**src/drrip_dead_block_replacement_assert.svh**
```systemverilog
// assertion helpers for the replacement engine
`ifndef DRRIP_DEAD_BLOCK_REPLACEMENT_ASSERT_SVH
`define DRRIP_DEAD_BLOCK_REPLACEMENT_ASSERT_SVH

// condition must hold in the same cycle
`define DRRIP_ASSERT_NOW(label, ante, cons) \
	label: assert property (@(posedge clk) disable iff (!arst_n) (ante) |-> (cons)) \
		else $error("replacement engine check failed");

// condition must hold in the following cycle
`define DRRIP_ASSERT_NEXT(label, ante, cons) \
	label: assert property (@(posedge clk) disable iff (!arst_n) (ante) |=> (cons)) \
		else $error("replacement engine check failed");

`endif

```
**src/drrip_pkg.sv**
```systemverilog
package drrip_pkg;

	localparam int NUM_SETS_DEF      = 2048;
	localparam int NUM_WAYS_DEF      = 16;
	localparam int LEADER_COUNT_DEF  = 64;
	localparam int SELECTOR_BITS_DEF = 10;

	// width of the valid mask field
	localparam int MASK_BITS = 16;

	localparam logic [1:0] RRPV_NEAR = 2'd0;
	localparam logic [1:0] RRPV_LONG = 2'd2;
	localparam logic [1:0] RRPV_DIST = 2'd3;
	localparam logic [1:0] DEAD_ZERO = 2'd0;
	localparam logic [1:0] DEAD_MAX  = 2'd3;

	typedef enum logic [1:0] {
		CAUSE_INVALID = 2'd0,
		CAUSE_DEAD    = 2'd1,
		CAUSE_RRIP    = 2'd2,
		CAUSE_UPDATE  = 2'd3
	} cause_t;

	typedef enum logic {
		MODE_VICTIM = 1'b0,
		MODE_UPDATE = 1'b1
	} mode_t;

	typedef enum logic [1:0] {
		ST_CLEAR = 2'b01,
		ST_RUN   = 2'b10
	} state_t;

	typedef struct packed {
		logic [3:0] victim_way;
		cause_t     cause;
		logic       wr_rrpv;
		logic       wr_dead;
	} policy_res_t;

endpackage

```
**src/drrip_policy.sv**
```systemverilog
module drrip_policy #(
	parameter int NUM_SETS      = drrip_pkg::NUM_SETS_DEF,
	parameter int NUM_WAYS      = drrip_pkg::NUM_WAYS_DEF,
	parameter int LEADER_COUNT  = drrip_pkg::LEADER_COUNT_DEF,
	parameter int SELECTOR_BITS = drrip_pkg::SELECTOR_BITS_DEF
) (
	input  logic                        mode,
	input  logic [$clog2(NUM_SETS)-1:0] set_addr,
	input  logic [3:0]                  way_index,
	input  logic                        was_hit,
	input  logic [15:0]                 valid_mask,
	input  logic [4:0]                  random_draw,
	input  logic [2*NUM_WAYS-1:0]       rrpv_row,
	input  logic [2*NUM_WAYS-1:0]       dead_row,
	input  logic [SELECTOR_BITS-1:0]    sel,
	output logic [2*NUM_WAYS-1:0]       rrpv_new,
	output logic [2*NUM_WAYS-1:0]       dead_new,
	output logic [SELECTOR_BITS-1:0]    sel_new,
	output drrip_pkg::policy_res_t      res
);
	import drrip_pkg::*;

	localparam logic [SELECTOR_BITS-1:0] SEL_MAX = '1;
	localparam logic [SELECTOR_BITS-1:0] SEL_MID = {1'b1, {(SELECTOR_BITS-1){1'b0}}};

	// ways above the mask width count as valid
	logic [NUM_WAYS+MASK_BITS-1:0] valid_ext;

	logic       inv_found, dead_found;
	logic [3:0] inv_way, dead_way, rrip_way;
	logic       have3, have2, have1;
	logic [1:0] rrpv_max, age_step;
	logic [1:0] dead_old, dead_inc, fill_rrpv;
	logic       way_ok, is_brrip, is_srrip, srrip_ins;

	assign valid_ext = {{NUM_WAYS{1'b1}}, valid_mask};

	// victim search, lowest way wins in each class
	always_comb begin
		inv_found  = 1'b0;
		dead_found = 1'b0;
		inv_way    = '0;
		dead_way   = '0;
		have3      = 1'b0;
		have2      = 1'b0;
		have1      = 1'b0;
		for (int w = NUM_WAYS - 1; w >= 0; w--) begin
			if (!valid_ext[w]) begin
				inv_found = 1'b1;
				inv_way   = 4'(w);
			end
			if (dead_row[2*w +: 2] == DEAD_MAX) begin
				dead_found = 1'b1;
				dead_way   = 4'(w);
			end
			have3 = have3 | (rrpv_row[2*w +: 2] == 2'd3);
			have2 = have2 | (rrpv_row[2*w +: 2] == 2'd2);
			have1 = have1 | (rrpv_row[2*w +: 2] == 2'd1);
		end
		priority if (have3) rrpv_max = 2'd3;
		else if (have2)     rrpv_max = 2'd2;
		else if (have1)     rrpv_max = 2'd1;
		else                rrpv_max = 2'd0;
		age_step = RRPV_DIST - rrpv_max;
		rrip_way = '0;
		for (int w = NUM_WAYS - 1; w >= 0; w--) begin
			if (rrpv_row[2*w +: 2] == rrpv_max) begin
				rrip_way = 4'(w);
			end
		end
	end

	// leader classification and insertion position
	always_comb begin
		is_brrip  = (32'(set_addr) + 32'(LEADER_COUNT)) >= 32'(NUM_SETS);
		is_srrip  = !is_brrip && (32'(set_addr) < 32'(LEADER_COUNT));
		srrip_ins = is_srrip || (!is_brrip && (sel >= SEL_MID));
		way_ok    = 32'(way_index) < 32'(NUM_WAYS);
		dead_old  = DEAD_ZERO;
		for (int w = 0; w < NUM_WAYS; w++) begin
			if (32'(way_index) == w) begin
				dead_old = dead_row[2*w +: 2];
			end
		end
		dead_inc = (dead_old == DEAD_MAX) ? DEAD_MAX : dead_old + 2'd1;
		if (dead_inc == DEAD_MAX) begin
			fill_rrpv = RRPV_DIST;
		end else if (srrip_ins || random_draw == 5'd0) begin
			fill_rrpv = RRPV_LONG;
		end else begin
			fill_rrpv = RRPV_DIST;
		end
	end

	always_comb begin
		rrpv_new = rrpv_row;
		dead_new = dead_row;
		sel_new  = sel;
		res      = '{victim_way: 4'd0, cause: CAUSE_UPDATE, wr_rrpv: 1'b0, wr_dead: 1'b0};
		if (mode == MODE_VICTIM) begin
			priority if (inv_found) begin
				res.victim_way = inv_way;
				res.cause      = CAUSE_INVALID;
			end else if (dead_found) begin
				res.victim_way = dead_way;
				res.cause      = CAUSE_DEAD;
			end else begin
				res.victim_way = rrip_way;
				res.cause      = CAUSE_RRIP;
				res.wr_rrpv    = 1'b1;
				for (int w = 0; w < NUM_WAYS; w++) begin
					rrpv_new[2*w +: 2] = rrpv_row[2*w +: 2] + age_step;
				end
			end
		end else if (way_ok) begin
			res.wr_rrpv = 1'b1;
			res.wr_dead = 1'b1;
			for (int w = 0; w < NUM_WAYS; w++) begin
				if (32'(way_index) == w) begin
					dead_new[2*w +: 2] = was_hit ? DEAD_ZERO : dead_inc;
					rrpv_new[2*w +: 2] = was_hit ? RRPV_NEAR : fill_rrpv;
				end
			end
			if (was_hit) begin
				if (is_srrip && sel != SEL_MAX) begin
					sel_new = sel + 1'b1;
				end else if (is_brrip && sel != '0) begin
					sel_new = sel - 1'b1;
				end
			end
		end
	end

endmodule
```
**config.mk**
```make
export PLATFORM = sky130hd
export DESIGN_NAME = drrip_policy
export DESIGN_NICKNAME = d
export VERILOG_FILES = /design/src/drrip_dead_block_replacement_assert.svh /design/src/drrip_pkg.sv /design/src/drrip_policy.sv
export SDC_FILE = /design/constraint.sdc
export NUM_CORES = 1
export LEC_CHECK = 0
export BUFFER_PORTS_ARGS = -buffer_cell sky130_fd_sc_hd__buf_2
export CAP_MARGIN = 20
export CORE_UTILIZATION = 35
export DETAILED_ROUTE_END_ITERATION = 8
export PLACE_DENSITY = 0.63
export REMOVE_ABC_BUFFERS = 1
export SYNTH_ARGS = -nofsm -noshare
export SYNTH_HDL_FRONTEND = slang
export SYNTH_SLANG_ARGS = --single-unit
```
**constraint.sdc**
```tcl
create_clock -name vclk -period 7.5
set_clock_uncertainty 0.15 [all_clocks]
set_input_delay 1.5 -clock vclk [all_inputs]
set_output_delay 1.5 -clock vclk [all_outputs]
set_load 0.05 [all_outputs]
```
# --- Word level (Yosys, flattened, before mapping) ---
# Cells that the tools add are included.
word_totals:
  reg_bits: 0
  inputBits: 112
  output_inout_bits: 82
  wordCells: 328
op_classes:
  n_addsub: 21
  magnitude_cmp: 3
  eq_ne: 98
  mux: 151
  n_bitwise: 45
  n_reduce_logical: 10
op_table:
  columns: ["op", "n"]
  rows:
  - ["$mux W4", 48]
  - ["$mux W32", 4]
  - ["$mux W2", 53]
  - ["$eq A2 B2 Y1 const B", 50]
  - ["$or A1 B1 Y1", 45]
  - ["$mux W10", 4]
  - ["$mux W1", 39]
  - ["$add A2 B2 Y2", 16]
  - ["$eq A2 B1 Y1 const B", 16]
  - ["$eq A2 B2 Y1", 16]
  - ["$eq A4 B4 Y1 const B", 8]
  - ["$mux W6", 3]
  - ["$eq A4 B3 Y1 const B", 4]
  - ["$add A11 B7 Y12 const B", 1]
  - ["$ge A12 B12 Y1 const B", 1]
  - ["$lt A11 B7 Y1 const B", 1]
  - ["$add A10 B1 Y10 const B", 1]
  - ["$ge A10 B10 Y1 const B", 1]
  - ["$ne A10 B10 Y1 const B", 1]
  - ["$reduce_bool A10 Y1", 1]
  - ["$sub A10 B1 Y10 const B", 1]
  - ["$eq A4 B2 Y1 const B", 2]
  - ["$logic_not A5 Y1", 1]
  - ["$eq A4 B1 Y1 const B", 1]
  - ["6 further kinds", 10]

# --- Logic depth before layout (Yosys ltp) ---
# Gate-level depths: netlist of run 1.
logic_depth:
  ltp_word: 39
  mapped_depth: 11
  mapped_depth_nobuf: 11

# --- Least setup slack after synthesis of run 1 ---
# OpenSTA, ideal clock, no wires.
synth_path:
  kind: "input-to-output"
  start: "input port rrpv_row[26]"
  end: "output port res[4] in the netlist's numbering"
  arrival_time_ns: 5.387
  required_time_ns: 5.850
  setup_slack_ns: 0.463
  path_stages: 10
  n_path_buf: 1
  path_cell_list: "a22o_1 a221oi_1 and4_1 buf_2 a21boi_0 ha_1 o21ai_1 a21bo_1 a311o_1 nor4_2"
synth_lines:
  columns: ["element", "line_no", "rtl"]
  rows:
  - ["start, declared", "drrip_policy.sv:13", "input logic [2*NUM_WAYS-1:0] rrpv_row,"]
  - ["end, declared", "drrip_policy.sv:19", "output drrip_pkg::policy_res_t res"]

==> results of run 1 <==
how the worst max path moves through the flow:
stage,slack (ns),from,end,cells past startpoint
2_1_floorplan,0.45,rrpv_row[26],res[4],9
3_3_place_gp,1.07,rrpv_row[1],res[7],12
3_5_place_dp,1.09,rrpv_row[1],res[4],12
4_1_cts,1.08,rrpv_row[1],res[4],12
5_1_grt,0.79,rrpv_row[1],res[4],12
6_report,1.05,rrpv_row[1],res[7],12
tightest hold or removal path: stages:
cell and delay [ns]:
buf_2 0.12, xnor2_1 0.07, buf_2 0.20
report_power, final:
part           internal, uW  total [uW]  switching, uW  leakage (uW)
clock                     0           0              0             0
combinational           102         342            239       0.00207
sequential                0           0              0             0
total                   102         342            239       0.00207
through the flow:
step,util,std cells,hold WS [ns]
final,0.477,865,3.25
after global routing,0.477,865,3.28
after CTS,0.475,864,3.25
after detailed placement,0.475,864,3.25
after global placement,0.475,864,3.25
after floorplan,-,543,2.85
placed cells by master (no fill, tap or decap), types with 15 or more instances in the layout:
cell / netlist / routed
buf_2: 6 / 188
nand2_1: 97 / 97
nor2_1: 47 / 47
o21ai_0: 43 / 43
inv_1: 38 / 38
a21oi_1: 36 / 36
o22ai_1: 27 / 27
nand3_1: 22 / 22
xnor2_1: 18 / 18
ha_1: 18 / 18
nand2b_1: 16 / 16
o221a_2: 15 / 15
a22oi_1: 15 / 15
layer usage:
layer,share of wire,GRT usage,up-vias
met5,0,0,-
met4,0.015,0.0435,0
met3,0.086,0.0386,20
met2,0.46,0.459,261
met1,0.44,0.396,2408
li1,-,-,2485
final cells by class:
type / count / area share
Multi-Input combinational cell: 505 / 0.712
Inverter: 38 / 0.0318
Timing Repair Buffer: 193 / 0.220
Tap cell: 129 / 0.0360
cells by family after synthesis:
family | share of synthesized area
buf+inv | 0.0779
fa+ha+maj | 0.0650
xor+xnor | 0.0581
simple gates | 0.328
compound gates | 0.440
mux | 0.0310
==> impl_metrics.tcl, run 1 <==
set metrics [dict create \
    ys_types 72 \
    final_antenna_net_count 0 \
    dpl-instance-area_mm2 0.00447 \
    die_h_um 102 \
    ys_warn_count 0 \
    arrival_ns 4.80 \
    cpMostUsedCell "buf_2" \
    maxCapViolCount 0 \
    hold_violations 0 \
    grt_use_total 0.281 \
    outcome "finished, final reports clean" \
    syn_avg_cell_area_um2 6.07 \
    syn-cell-area_mm2 0.00347 \
    start_util 0.368 \
    ir_worst_vdd_mv 0.0403 \
    die_width_um 102 \
    yosysMostFrequentCell "nand2_1" \
    num_io_pins 194 \
    post-cts-setup-buffer-count 0 \
    core_area_mm2 0.00942 \
    die_area_mm2 0.0103 \
    fill_cells 1022 \
    power_density_mw_per_mm2 76.1 \
    grt_pass1_vias 4554 \
    multi_input_area_mm2 0.00320 \
    min_period_ns 6.45 \
    syn_to_final_growth_pct 29.4 \
    max_freq_mhz 155 \
    routed_wl_um 15100 \
    synthTopCellsByArea "nand2_1 (11%), ha_1 (6.5%), o21ai_0 (6.2%), a21oi_1 (5.2%), nor2_1 (5.1%)" \
    hold_start "sel[5]" \
    seq_area_frac_synth 0 \
    synth_commonest_cells "nand2_1 (97), nor2_1 (47), o21ai_0 (43)" \
    holdPathStages 3 \
    grt_start_max_net_pins 34 \
    rows 35 \
    setup-tns-final_ns 0 \
    vias 5174 \
    nClkBuffers 0 \
    synth.largest_area_cell "nand2_1" \
    max_slew_margin 0.460 \
    post_drt_wl_per_cell_um 17.4 \
    crit_family "compound AO/OA/AOI/OAI gates" \
    worst_pin_slew_ns 0.804 \
    final_area_mm2 0.00449 \
    final_max_slew_viol_count 0 \
    cp_slowest_cell "and4_1" \
    cts_resized 0 \
    dpl_worst_slack_ns 1.09 \
    hold_buffers 0 \
    hp-class "in2out" \
    gp_congestion 0.973 \
    rsz0062_at_grt "false" \
    grt_pass1_wl_um 23300 \
    drt_iter0_drc 362 \
    firstDrtPassIters 5 \
    antenna_found_initial 0 \
    critPathBufInv 3 \
    seqCellArea_um2 0 \
    crit_path_start_kind "primary input" \
    path_class "in2out" \
    via_per_inst 5.98 \
    postSynthCellCount 571 \
    whs_endpoint "sel_new[5]" \
    setup_slack_ns 1.05 \
    fin_crit_sh 0.859 \
    synth.top_cell.area_share 0.105 \
    cpPeakStageDelay_ns 0.48 \
    power_uw 342 \
    n_antenna_cell 0 \
    post-route-drc-count 0 \
    drive_above_1_share 0.310 \
    flops_and_latches 0 \
    crit_chain "buf_2, a22o_1, a221oi_1, and4_1, a21boi_0, buf_4, ha_1, o21ai_0, nand4_1, a311o_1, a221oi_2, buf_2" \
    critPathRequiredTime_ns 5.85 \
    crit_fanout 11 \
    crit_path_end_kind "primary output" \
    p_leak_uw 0.00207 \
    grt-ovfl-total 0 \
    io_buffers 188 \
    setup_viol 0 \
    place_hpwl_um 12100 \
    fin_nets 868 \
]
Note: power is estimated with default switching activity, not from simulation.
==> run 2, diff against run 1 <==
==> constraint.sdc (replaced) <==
create_clock -name vclk -period 7.25
set_clock_uncertainty 0.15 [all_clocks]
set_input_delay 1.45 -clock vclk [all_inputs]
set_output_delay 1.45 -clock vclk [all_outputs]
set_load 0.05 [all_outputs]
==> impl_metrics.tcl, run 2 (same netlist as run 1, synthesis figures left out) <==
set metrics [dict create \
    outcome "finished, final reports clean" \
    critPathBufInv 3 \
    core_area_mm2 0.00942 \
    n_antenna_cell 0 \
    maxCapViolCount 0 \
    die_area_mm2 0.0103 \
    rsz0062_at_grt "false" \
    crit_path_start_kind "primary input" \
    start_util 0.368 \
    min_period_ns 6.45 \
    max_slew_margin 0.426 \
    hold_violations 0 \
    vias 5209 \
    grt-ovfl-total 0 \
    io_buffers 188 \
    drt_iter0_drc 362 \
    rows 35 \
    crit_fanout 11 \
    firstDrtPassIters 7 \
    cpPeakStageDelay_ns 0.51 \
    routed_wl_um 15500 \
    fin_crit_sh 0.890 \
    crit_chain "buf_2, a22o_1, a221oi_1, and4_1, a21boi_0, buf_4, ha_1, o21ai_0, nand4_1, a311o_1, a221oi_2, buf_2" \
    grt_pass1_wl_um 24500 \
    post_drt_wl_per_cell_um 17.8 \
    flops_and_latches 0 \
    syn_to_final_growth_pct 29.8 \
    grt_start_max_net_pins 34 \
    final_cell_mix "buf_2 (188), nand2_1 (97), nor2_1 (47)" \
    max_freq_mhz 155 \
    num_io_pins 194 \
    cpMostUsedCell "buf_2" \
    multi_input_area_mm2 0.00320 \
    hp-class "in2out" \
    whs_endpoint "sel_new[6]" \
    power_uw 356 \
    worst_pin_slew_ns 0.855 \
    power_density_mw_per_mm2 79.0 \
    hold_buffers 0 \
    holdPathStages 3 \
    placed_cells 866 \
    cts_resized 0 \
    grt_use_total 0.292 \
    setup-tns-final_ns 0 \
    post-route-drc-count 0 \
    via_per_inst 6.01 \
    fin_cells 867 \
    drive_above_1_share 0.312 \
    cp_slowest_cell "and4_1" \
    die_width_um 102 \
    post-cts-setup-buffer-count 0 \
    hold_start "sel[6]" \
    layout_commonest_cell "buf_2" \
    die_h_um 102 \
    gp_congestion 0.975 \
    seqCellArea_um2 0 \
    final_antenna_net_count 0 \
    ir_worst_vdd_mv 0.0410 \
    fill_cells 1014 \
    p_leak_uw 0.00208 \
    nClkBuffers 0 \
    place_hpwl_um 12300 \
    crit_family "compound AO/OA/AOI/OAI gates" \
    final_max_slew_viol_count 0 \
    startpoint "rrpv_row[1]" \
    crit_path_end_kind "primary output" \
    path_class "in2out" \
    critPathRequiredTime_ns 5.65 \
    grt_pass1_vias 4844 \
    setup_viol 0 \
    arrival_ns 4.85 \
    fin_nets 870 \
    antenna_found_initial 0 \
]
-- run 2: changes by cell type in the layout (fill, tap and decap cells not counted) --
cell   before  now
buf_4       4    6
-- run 2: layout make-up --
| class | count | area share |
|---|---|---|
| inverter | 38 | 0.0317 |
| multi-input combinational | 505 | 0.710 |
| tap | 129 | 0.0359 |
| timing repair buffer | 195 | 0.222 |
-- run 2: worst max path at each step --
stage	end	slack, ns	depth (start not counted)
global route	res[7]	0.68	12
detailed placement	res[7]	0.90	12
finish	res[7]	0.80	12
CTS	res[4]	0.89	12
floorplan	res[4]	0.30	9
global placement	res[4]	0.94	12
-- run 2: through the flow --
step	hold slack, ns	util	cell area (um^2)	worst slack, ns
6_report	3.16	0.478	4500	0.800
5_1_grt	3.17	0.478	4500	0.676
4_1_cts	3.15	0.477	4490	0.886
3_5_place_dp	3.15	0.477	4490	0.898
3_3_place_gp	3.15	0.477	4490	0.941
2_1_floorplan	2.75	-	3340	0.299
-- run 2: routing by layer --
metal / GRT usage / vias up / routed length [um]
met1: 0.397 / 2426 / 6690
met3: 0.0511 / 23 / 1430
met5: 0 / - / 0
li1: - / 2484 / -
met2: 0.477 / 276 / 7090
met4: 0.0702 / 0 / 244
-- run 2: worst min-delay path: stages --
cell and delay, ns:
buf_2 0.13, xnor2_1 0.07, buf_2 0.20
-- run 2: power breakdown --
part	internal, uW	switching, uW
Clock	0	0
Combinational	106	250
Sequential	0	0
